**src/rtl/spq_pkg.sv**
```systemverilog
// Shared types and constants for the sorted priority queue.
// Used by spq_cell and sorted_priority_queue; depends on nothing else.
package spq_pkg;

  localparam int CAPACITY       = 16;
  localparam int ELEMENT_WIDTH  = 16;
  localparam int PRIORITY_WIDTH = 16;
  localparam int CNT_W          = $clog2(CAPACITY + 1);

  // Operation codes of a request.
  typedef enum logic [1:0] {
    OP_INSERT  = 2'd0,
    OP_EXTRACT = 2'd1,
    OP_MODIFY  = 2'd2,
    OP_CLEAR   = 2'd3
  } op_e;

  // Status codes of a response.
  typedef enum logic [1:0] {
    STAT_OK        = 2'd0,
    STAT_EMPTY     = 2'd1,
    STAT_FULL      = 2'd2,
    STAT_NOT_FOUND = 2'd3
  } status_e;

  // Action that all cells of the chain take together.
  typedef enum logic [2:0] {
    CELL_HOLD,
    CELL_INSERT,
    CELL_SHIFT,
    CELL_REMOVE,
    CELL_CLEAR
  } cell_op_e;

  // Sequencer states of the top level.
  typedef enum logic [1:0] {
    ST_IDLE,
    ST_REINSERT,
    ST_RESP
  } state_e;

  typedef logic [ELEMENT_WIDTH-1:0]  elem_t;
  typedef logic [PRIORITY_WIDTH-1:0] prio_t;

  // Request transaction.
  typedef struct packed {
    op_e         op;
    logic [15:0] element;
    logic [15:0] priority_req;
  } req_t;

  // Response transaction.
  typedef struct packed {
    status_e     status;
    logic [15:0] taken_element;
    logic [4:0]  entry_count;
    logic        top_valid;
    logic [15:0] top_element;
    logic [15:0] top_priority;
  } rsp_t;

  // Contents of one slot, as passed between neighboring cells.
  typedef struct packed {
    logic  valid;
    elem_t elem;
    prio_t prio;
  } slot_t;

  // Broadcast control from the sequencer to every cell.
  typedef struct packed {
    cell_op_e op;
    elem_t    elem;
    prio_t    prio;
  } cell_ctrl_t;

endpackage

```
**src/rtl/spq_cell.sv**
```systemverilog
// One slot of the sorted chain: holds an entry and shifts with its neighbors.
// Depends on spq_pkg.
module spq_cell
  import spq_pkg::*;
(
  input  logic       clk_i,
  input  logic       rst_ni,
  input  cell_ctrl_t ctrl_i,
  input  slot_t      left_i,
  input  logic       left_ge_i,
  input  slot_t      right_i,
  input  logic       found_i,
  output slot_t      slot_o,
  output logic       ge_o,
  output logic       found_o
);

  logic  valid_q, valid_d;
  elem_t elem_q, elem_d;
  prio_t prio_q, prio_d;
  logic  match;

  // Local compares against the broadcast key.
  assign ge_o    = valid_q && ($signed(prio_q) >= $signed(ctrl_i.prio));
  assign match   = valid_q && (elem_q == ctrl_i.elem);
  assign found_o = found_i | match;

  // Next slot contents from this cell and its neighbors.
  always_comb begin
    valid_d = valid_q;
    elem_d  = elem_q;
    prio_d  = prio_q;
    case (ctrl_i.op)
      CELL_INSERT: begin
        if (!ge_o) begin
          if (left_ge_i) begin
            valid_d = 1'b1;
            elem_d  = ctrl_i.elem;
            prio_d  = ctrl_i.prio;
          end else begin
            valid_d = left_i.valid;
            elem_d  = left_i.elem;
            prio_d  = left_i.prio;
          end
        end
      end
      CELL_SHIFT: begin
        valid_d = right_i.valid;
        elem_d  = right_i.elem;
        prio_d  = right_i.prio;
      end
      CELL_REMOVE: begin
        if (found_o) begin
          valid_d = right_i.valid;
          elem_d  = right_i.elem;
          prio_d  = right_i.prio;
        end
      end
      CELL_CLEAR: begin
        valid_d = 1'b0;
      end
      default: begin
      end
    endcase
  end

  always_ff @(posedge clk_i or negedge rst_ni) begin
    if (!rst_ni) begin
      valid_q <= 1'b0;
    end else begin
      valid_q <= valid_d;
    end
  end

  // Payload needs no reset; it is only read while valid.
  always_ff @(posedge clk_i) begin
    elem_q <= elem_d;
    prio_q <= prio_d;
  end

  assign slot_o = '{valid: valid_q, elem: elem_q, prio: prio_q};

endmodule

```
**src/rtl/sorted_priority_queue.sv**
```systemverilog
// Top level of the sorted priority queue: sequencer, count and cell chain.
// Depends on spq_pkg and spq_cell.
//
// Usage: a request transaction (op, element, priority_req) is accepted at a
// rising edge where start_i is high and busy_o is low. Each request yields
// exactly one response transaction on rsp_o, marked by rsp_valid_o for one
// cycle; the receiver cannot stall it.
// Insert, extract and clear update the whole chain of cells in the accept
// cycle: every cell compares its entry with the broadcast key and either
// holds, takes the new entry or takes a neighbor's entry. The response
// appears in the next cycle, and a new
// request may be accepted in the response cycle.
// Modify key runs two chain passes: the first removes the first matching
// entry, the second reinserts it; busy_o is high during the second pass.
// Equal priorities leave in arrival order.
// Reset empties the queue; the first request may be accepted right after.
module sorted_priority_queue
  import spq_pkg::*;
(
  input  logic clk_i,
  input  logic rst_ni,
  input  logic start_i,
  input  req_t req_i,
  output logic busy_o,
  output logic rsp_valid_o,
  output rsp_t rsp_o
);

  state_e           state_q, state_d;
  logic [CNT_W-1:0] count_q, count_d;
  status_e          status_q, status_d;
  elem_t            taken_q, taken_d;
  elem_t            key_elem_q;
  prio_t            key_prio_q;
  cell_ctrl_t       ctrl;
  logic             accept;
  logic             full;
  logic             empty;
  elem_t            req_elem;
  prio_t            req_prio;

  slot_t             slots [CAPACITY];
  logic              ge    [CAPACITY];
  logic [CAPACITY:0] found;
  logic [CAPACITY-1:0] valid_vec;

  assign req_elem = ELEMENT_WIDTH'(req_i.element);
  assign req_prio = PRIORITY_WIDTH'(req_i.priority_req);
  assign busy_o   = (state_q == ST_REINSERT);
  assign accept   = start_i && !busy_o;
  assign full     = (count_q == CNT_W'(CAPACITY));
  assign empty    = (count_q == '0);

  // Chain of cells; the found flag ripples from the head to the tail.
  assign found[0] = 1'b0;
  for (genvar i = 0; i < CAPACITY; i++) begin : g_cell
    slot_t left_slot;
    slot_t right_slot;
    logic  left_ge;
    if (i == 0) begin : g_head
      assign left_slot = '{valid: 1'b1, elem: '0, prio: '0};
      assign left_ge   = 1'b1;
    end else begin : g_mid
      assign left_slot = slots[i-1];
      assign left_ge   = ge[i-1];
    end
    if (i == CAPACITY - 1) begin : g_tail
      assign right_slot = '{valid: 1'b0, elem: '0, prio: '0};
    end else begin : g_body
      assign right_slot = slots[i+1];
    end
    spq_cell u_cell (
      .clk_i     (clk_i),
      .rst_ni    (rst_ni),
      .ctrl_i    (ctrl),
      .left_i    (left_slot),
      .left_ge_i (left_ge),
      .right_i   (right_slot),
      .found_i   (found[i]),
      .slot_o    (slots[i]),
      .ge_o      (ge[i]),
      .found_o   (found[i+1])
    );
    assign valid_vec[i] = slots[i].valid;
  end

  // Sequencer: chain action, count, status and next state.
  always_comb begin
    state_d   = state_q;
    count_d   = count_q;
    status_d  = status_q;
    taken_d   = taken_q;
    ctrl.op   = CELL_HOLD;
    ctrl.elem = req_elem;
    ctrl.prio = req_prio;
    case (state_q)
      ST_REINSERT: begin
        ctrl.op   = CELL_INSERT;
        ctrl.elem = key_elem_q;
        ctrl.prio = key_prio_q;
        count_d   = count_q + 1'b1;
        state_d   = ST_RESP;
      end
      ST_IDLE, ST_RESP: begin
        if (accept) begin
          status_d = STAT_OK;
          taken_d  = '0;
          state_d  = ST_RESP;
          case (req_i.op)
            OP_INSERT: begin
              if (full) begin
                status_d = STAT_FULL;
              end else begin
                ctrl.op = CELL_INSERT;
                count_d = count_q + 1'b1;
              end
            end
            OP_EXTRACT: begin
              if (empty) begin
                status_d = STAT_EMPTY;
              end else begin
                ctrl.op = CELL_SHIFT;
                taken_d = slots[0].elem;
                count_d = count_q - 1'b1;
              end
            end
            OP_MODIFY: begin
              if (found[CAPACITY]) begin
                ctrl.op = CELL_REMOVE;
                count_d = count_q - 1'b1;
                state_d = ST_REINSERT;
              end else begin
                status_d = STAT_NOT_FOUND;
              end
            end
            OP_CLEAR: begin
              ctrl.op = CELL_CLEAR;
              count_d = '0;
            end
            default: begin
            end
          endcase
        end else begin
          state_d = ST_IDLE;
        end
      end
      default: begin
        state_d = ST_IDLE;
      end
    endcase
  end

  always_ff @(posedge clk_i or negedge rst_ni) begin
    if (!rst_ni) begin
      state_q <= ST_IDLE;
      count_q <= '0;
    end else begin
      state_q <= state_d;
      count_q <= count_d;
    end
  end

  // Response payload and the saved key for the reinsert pass.
  always_ff @(posedge clk_i) begin
    status_q <= status_d;
    taken_q  <= taken_d;
    if (accept) begin
      key_elem_q <= req_elem;
      key_prio_q <= req_prio;
    end
  end

  // Response fields; the head is read straight from the first cell.
  assign rsp_valid_o         = (state_q == ST_RESP);
  assign rsp_o.status        = status_q;
  assign rsp_o.taken_element = 16'(taken_q);
  assign rsp_o.entry_count   = 5'(count_q);
  assign rsp_o.top_valid     = slots[0].valid;
  assign rsp_o.top_element   = slots[0].valid ? 16'(slots[0].elem) : '0;
  assign rsp_o.top_priority  = slots[0].valid ? 16'(slots[0].prio) : '0;

  // The count never exceeds the number of cells.
  assert property (@(posedge clk_i) disable iff (!rst_ni)
    count_q <= CNT_W'(CAPACITY))
    else $error("entry count above capacity");

  // The count always equals the number of valid cells.
  assert property (@(posedge clk_i) disable iff (!rst_ni)
    count_q == CNT_W'($countones(valid_vec)))
    else $error("entry count disagrees with cell valid bits");

  // Valid cells form an unbroken run from the head.
  assert property (@(posedge clk_i) disable iff (!rst_ni)
    ((valid_vec + 1'b1) & valid_vec) == '0)
    else $error("gap in the cell chain");

  // A reinsert pass is always followed by its response.
  assert property (@(posedge clk_i) disable iff (!rst_ni)
    (state_q == ST_REINSERT) |=> rsp_valid_o)
    else $error("modify finished without a response");

endmodule

```
**config.mk**
```make
export PLATFORM = sky130hd
export DESIGN_NAME = sorted_priority_queue
export DESIGN_NICKNAME = d
export VERILOG_FILES = /design/src/rtl/spq_pkg.sv /design/src/rtl/spq_cell.sv /design/src/rtl/sorted_priority_queue.sv
export SDC_FILE = /design/constraint.sdc
export NUM_CORES = 2
export LEC_CHECK = 0
export CAP_MARGIN = 20
export CORE_MARGIN = 2
export CORE_UTILIZATION = 50
export CTS_CLUSTER_SIZE = 16
export DETAILED_ROUTE_END_ITERATION = 10
export DONT_BUFFER_PORTS = 1
export PLACE_DENSITY_LB_ADDON = 0.1
export SLEW_MARGIN = 10
export SYNTH_ARGS = -nofsm -noshare
export SYNTH_HDL_FRONTEND = slang
export SYNTH_SLANG_ARGS = --single-unit
export TNS_END_PERCENT = 100
```
**constraint.sdc**
```tcl
create_clock -name clk_i -period 8.55 [get_ports clk_i]
set_clock_uncertainty 0.1 [all_clocks]
set_input_delay 0.855 -clock clk_i [delete_from_list [all_inputs] [get_ports clk_i]]
set_output_delay 0.855 -clock clk_i [all_outputs]
set_load 0.02 [all_outputs]
```
==> metrics.txt <==
Worst setup SP type flip-flop; register area share after synthesis 0.426; fmax 144 MHz; WP data required 8.74 ns; top cells by count, synth 592 x nand2_1, 562 x edfxtp_1, 544 x o21ai_0; average wire per standard cell 27.7 µm; H-Tree Depth 3; post-place setup slack 1.73 ns; WP data arrival 7.14 ns; Hold-fix buffers, CTS 2; TritonCTS Buffers 72; Setup TNS 0 ns; Starting Density 0.507; Leakage Power 16.2 nW; Row Count 104; Root Driver clkbuf_16; CP max FO 40; total power 0.0103 W; Min-Delay Path Class input pin to flip-flop; ys flop type edfxtp_1; core box area 80800 µm²; Top Ports 95; Rel. slew slack 0.200; clock tree from TritonCTS done; synthesized area 41000 µm²; CP Class flip-flop to flip-flop; warnings from Yosys 0; synth unique cells 85; largest net degree at the start of global routing 225; CP endpoint kind flip-flop; RD Place Congestion 1.05; final hold violation count 0; top cell type by total area after synthesis edfxtp_1; Seq cells post-synth 585; Post-Synthesis Cells 4162; vias per cell 6.44; Worst-Skew Late Latency 0.62 ns; chip width 290 µm; top-count cell post-synth nand2_1; initial antenna violation count 1; GRT Overall Usage 0.332; number of synthesized flops with an enable pin 562; die height 290 µm; Max-cap violations 0; Power Density 231 nW/µm²; Post-synth ARST share 0.0393; Final Max Tran Viols 0; CTS resizes 0; vias 33260; status completed; post-route antenna net violation count 0; syn_area_per_cell 9.84 µm²; final net count 4345; final worst slack 1.61 ns; RSZ-0062 raised after global routing false; DRT iter0 DRCs 3858; Post-CTS Setup Inserts 0; Final setup violation count 0; first-pass GRT wire length 213000 µm; share of the synthesized area in the top cell type 0.412; first drt pass iteration count 8; R2R setup slack 1.61 ns; layout cell share with drive strength beyond 1 0.0656; Synth area leaders edfxtp_1 41%, mux2i_1 10%, ha_1 8.0%; VDD IR-drop max 0.138 mV; # DRC 0; Layout area overhead 8.42%; worst-margin pin slew 1.20 ns; Routed WL 143000 µm; IO buf count 0; clock tree sinks 585; syn_nets 4461; die area 84200 µm²; post-layout min period 6.94 ns; Clock Path Buffers 3; clock slew seen by the registers of the worst setup and hold paths 0.06 ns; final global-route overflow total 0; vias in the first global route 32445; final period utilization 0.812; hpwl dp 103000 µm
-- through the flow --
stage / instances / utilization / hold slack [ns] / instance area (µm²)
2_1_floorplan: 4162 / - / 0.414 / 41000
3_3_place_gp: 5027 / 0.520 / 0.437 / 42000
3_5_place_dp: 5027 / 0.520 / 0.450 / 42000
4_1_cts: 5158 / 0.549 / 0.197 / 44300
5_1_grt: 5161 / 0.549 / 0.210 / 44400
6_report: 5163 / 0.549 / 0.231 / 44400
-- critical path, stage by stage (launching register included) --
cell and delay [ns]:
dfrtp_1 0.56, nand2b_4 0.66, clkinv_2 0.64, nand2_1 0.21
nand2_1 0.07, buf_4 0.20, inv_1 0.58, ha_1 0.37
nor2b_1 0.13, o21a_1 0.16, o21a_1 0.16, o21a_1 0.16
o21a_1 0.16, o21ai_0 0.18, a2111oi_0 0.14, nor3_1 0.33
nor2_4 0.06, buf_4 0.32, a211oi_4 0.94, buf_4 0.41
-- area by class of cell --
class,instances,area (µm²)
sequential,585,17500
timing repair buffer,94,811
inverter,105,395
multi-input combinational,3188,22100
clock buffer,97,1990
fill,7294,36400
antenna,2,5.00
clock inverter,32,307
tap,1060,1330
-- cells by family after synthesis --
logic type / after synthesis / synth area share
AOI/OAI and AO/OA: 1047 / 0.153
and+or+nand+nor: 1204 / 0.137
muxes: 433 / 0.110
buffers and inverters: 389 / 0.0425
DFF: 585 / 0.426
adders and majority gates: 262 / 0.0801
xor gates and xnor gates: 242 / 0.0518
-- flip-flops by register name, summed over array words and instances, names as in the netlist --
name / count
key_prio_q: 16
status_q: 2
count_q: 5
state_q: 2
g_cell.u_cell.valid_q: 16
taken_q: 16
g_cell.u_cell.elem_q: 256
key_elem_q: 16
g_cell.u_cell.prio_q: 256
-- cells in the final DEF (no fill, tap or decap), types with 75 or more instances in the layout --
master / n
a21oi_1: 152
inv_1: 102
nor2_1: 182
edfxtp_1: 562
xnor2_1: 178
o21ai_0: 539
nand2_1: 592
mux2i_1: 408
clkbuf_16: 75
buf_4: 85
ha_1: 262
-- power breakdown --
| group | leakage [nW] | internal, W | switching (W) |
|---|---|---|---|
| sequential | 5.46 | 0.00368 | 0.000443 |
| combinational | 9.57 | 0.00120 | 0.00184 |
| clock | 1.13 | 0.00179 | 0.00130 |
| total | 16.2 | 0.00667 | 0.00359 |
-- final timing paths --
path,from,end,cells past startpoint
hold / removal,req_i[13],key_prio_q[13]$_DFFE_PP_,0
min in group asynchronous,rst_ni,count_q[4]$_DFFE_PN0P_,2
hold reg to reg,g_cell[15].u_cell.prio_q[0]$_SDFFCE_PP0P_,g_cell[14].u_cell.prio_q[0]$_DFFE_PP_,2
max in group asynchronous,rst_ni,g_cell[12].u_cell.valid_q$_DFFE_PN0P_,2
setup reg to reg,state_q[0]$_DFF_PN0_,g_cell[10].u_cell.prio_q[5]$_DFFE_PP_,19
setup / recovery,state_q[0]$_DFF_PN0_,g_cell[10].u_cell.prio_q[5]$_DFFE_PP_,19
-- layer usage --
layer	wire, µm	part of all wire	GRT usage	vias to the layer above
li1	-	-	-	15158
met4	6690	0.047	0.137	0
met1	59600	0.42	0.456	16195
met3	11800	0.082	0.0479	347
met5	0	0	0.000567	-
met2	65000	0.45	0.529	1560
Power figures use the tool's default switching activity.
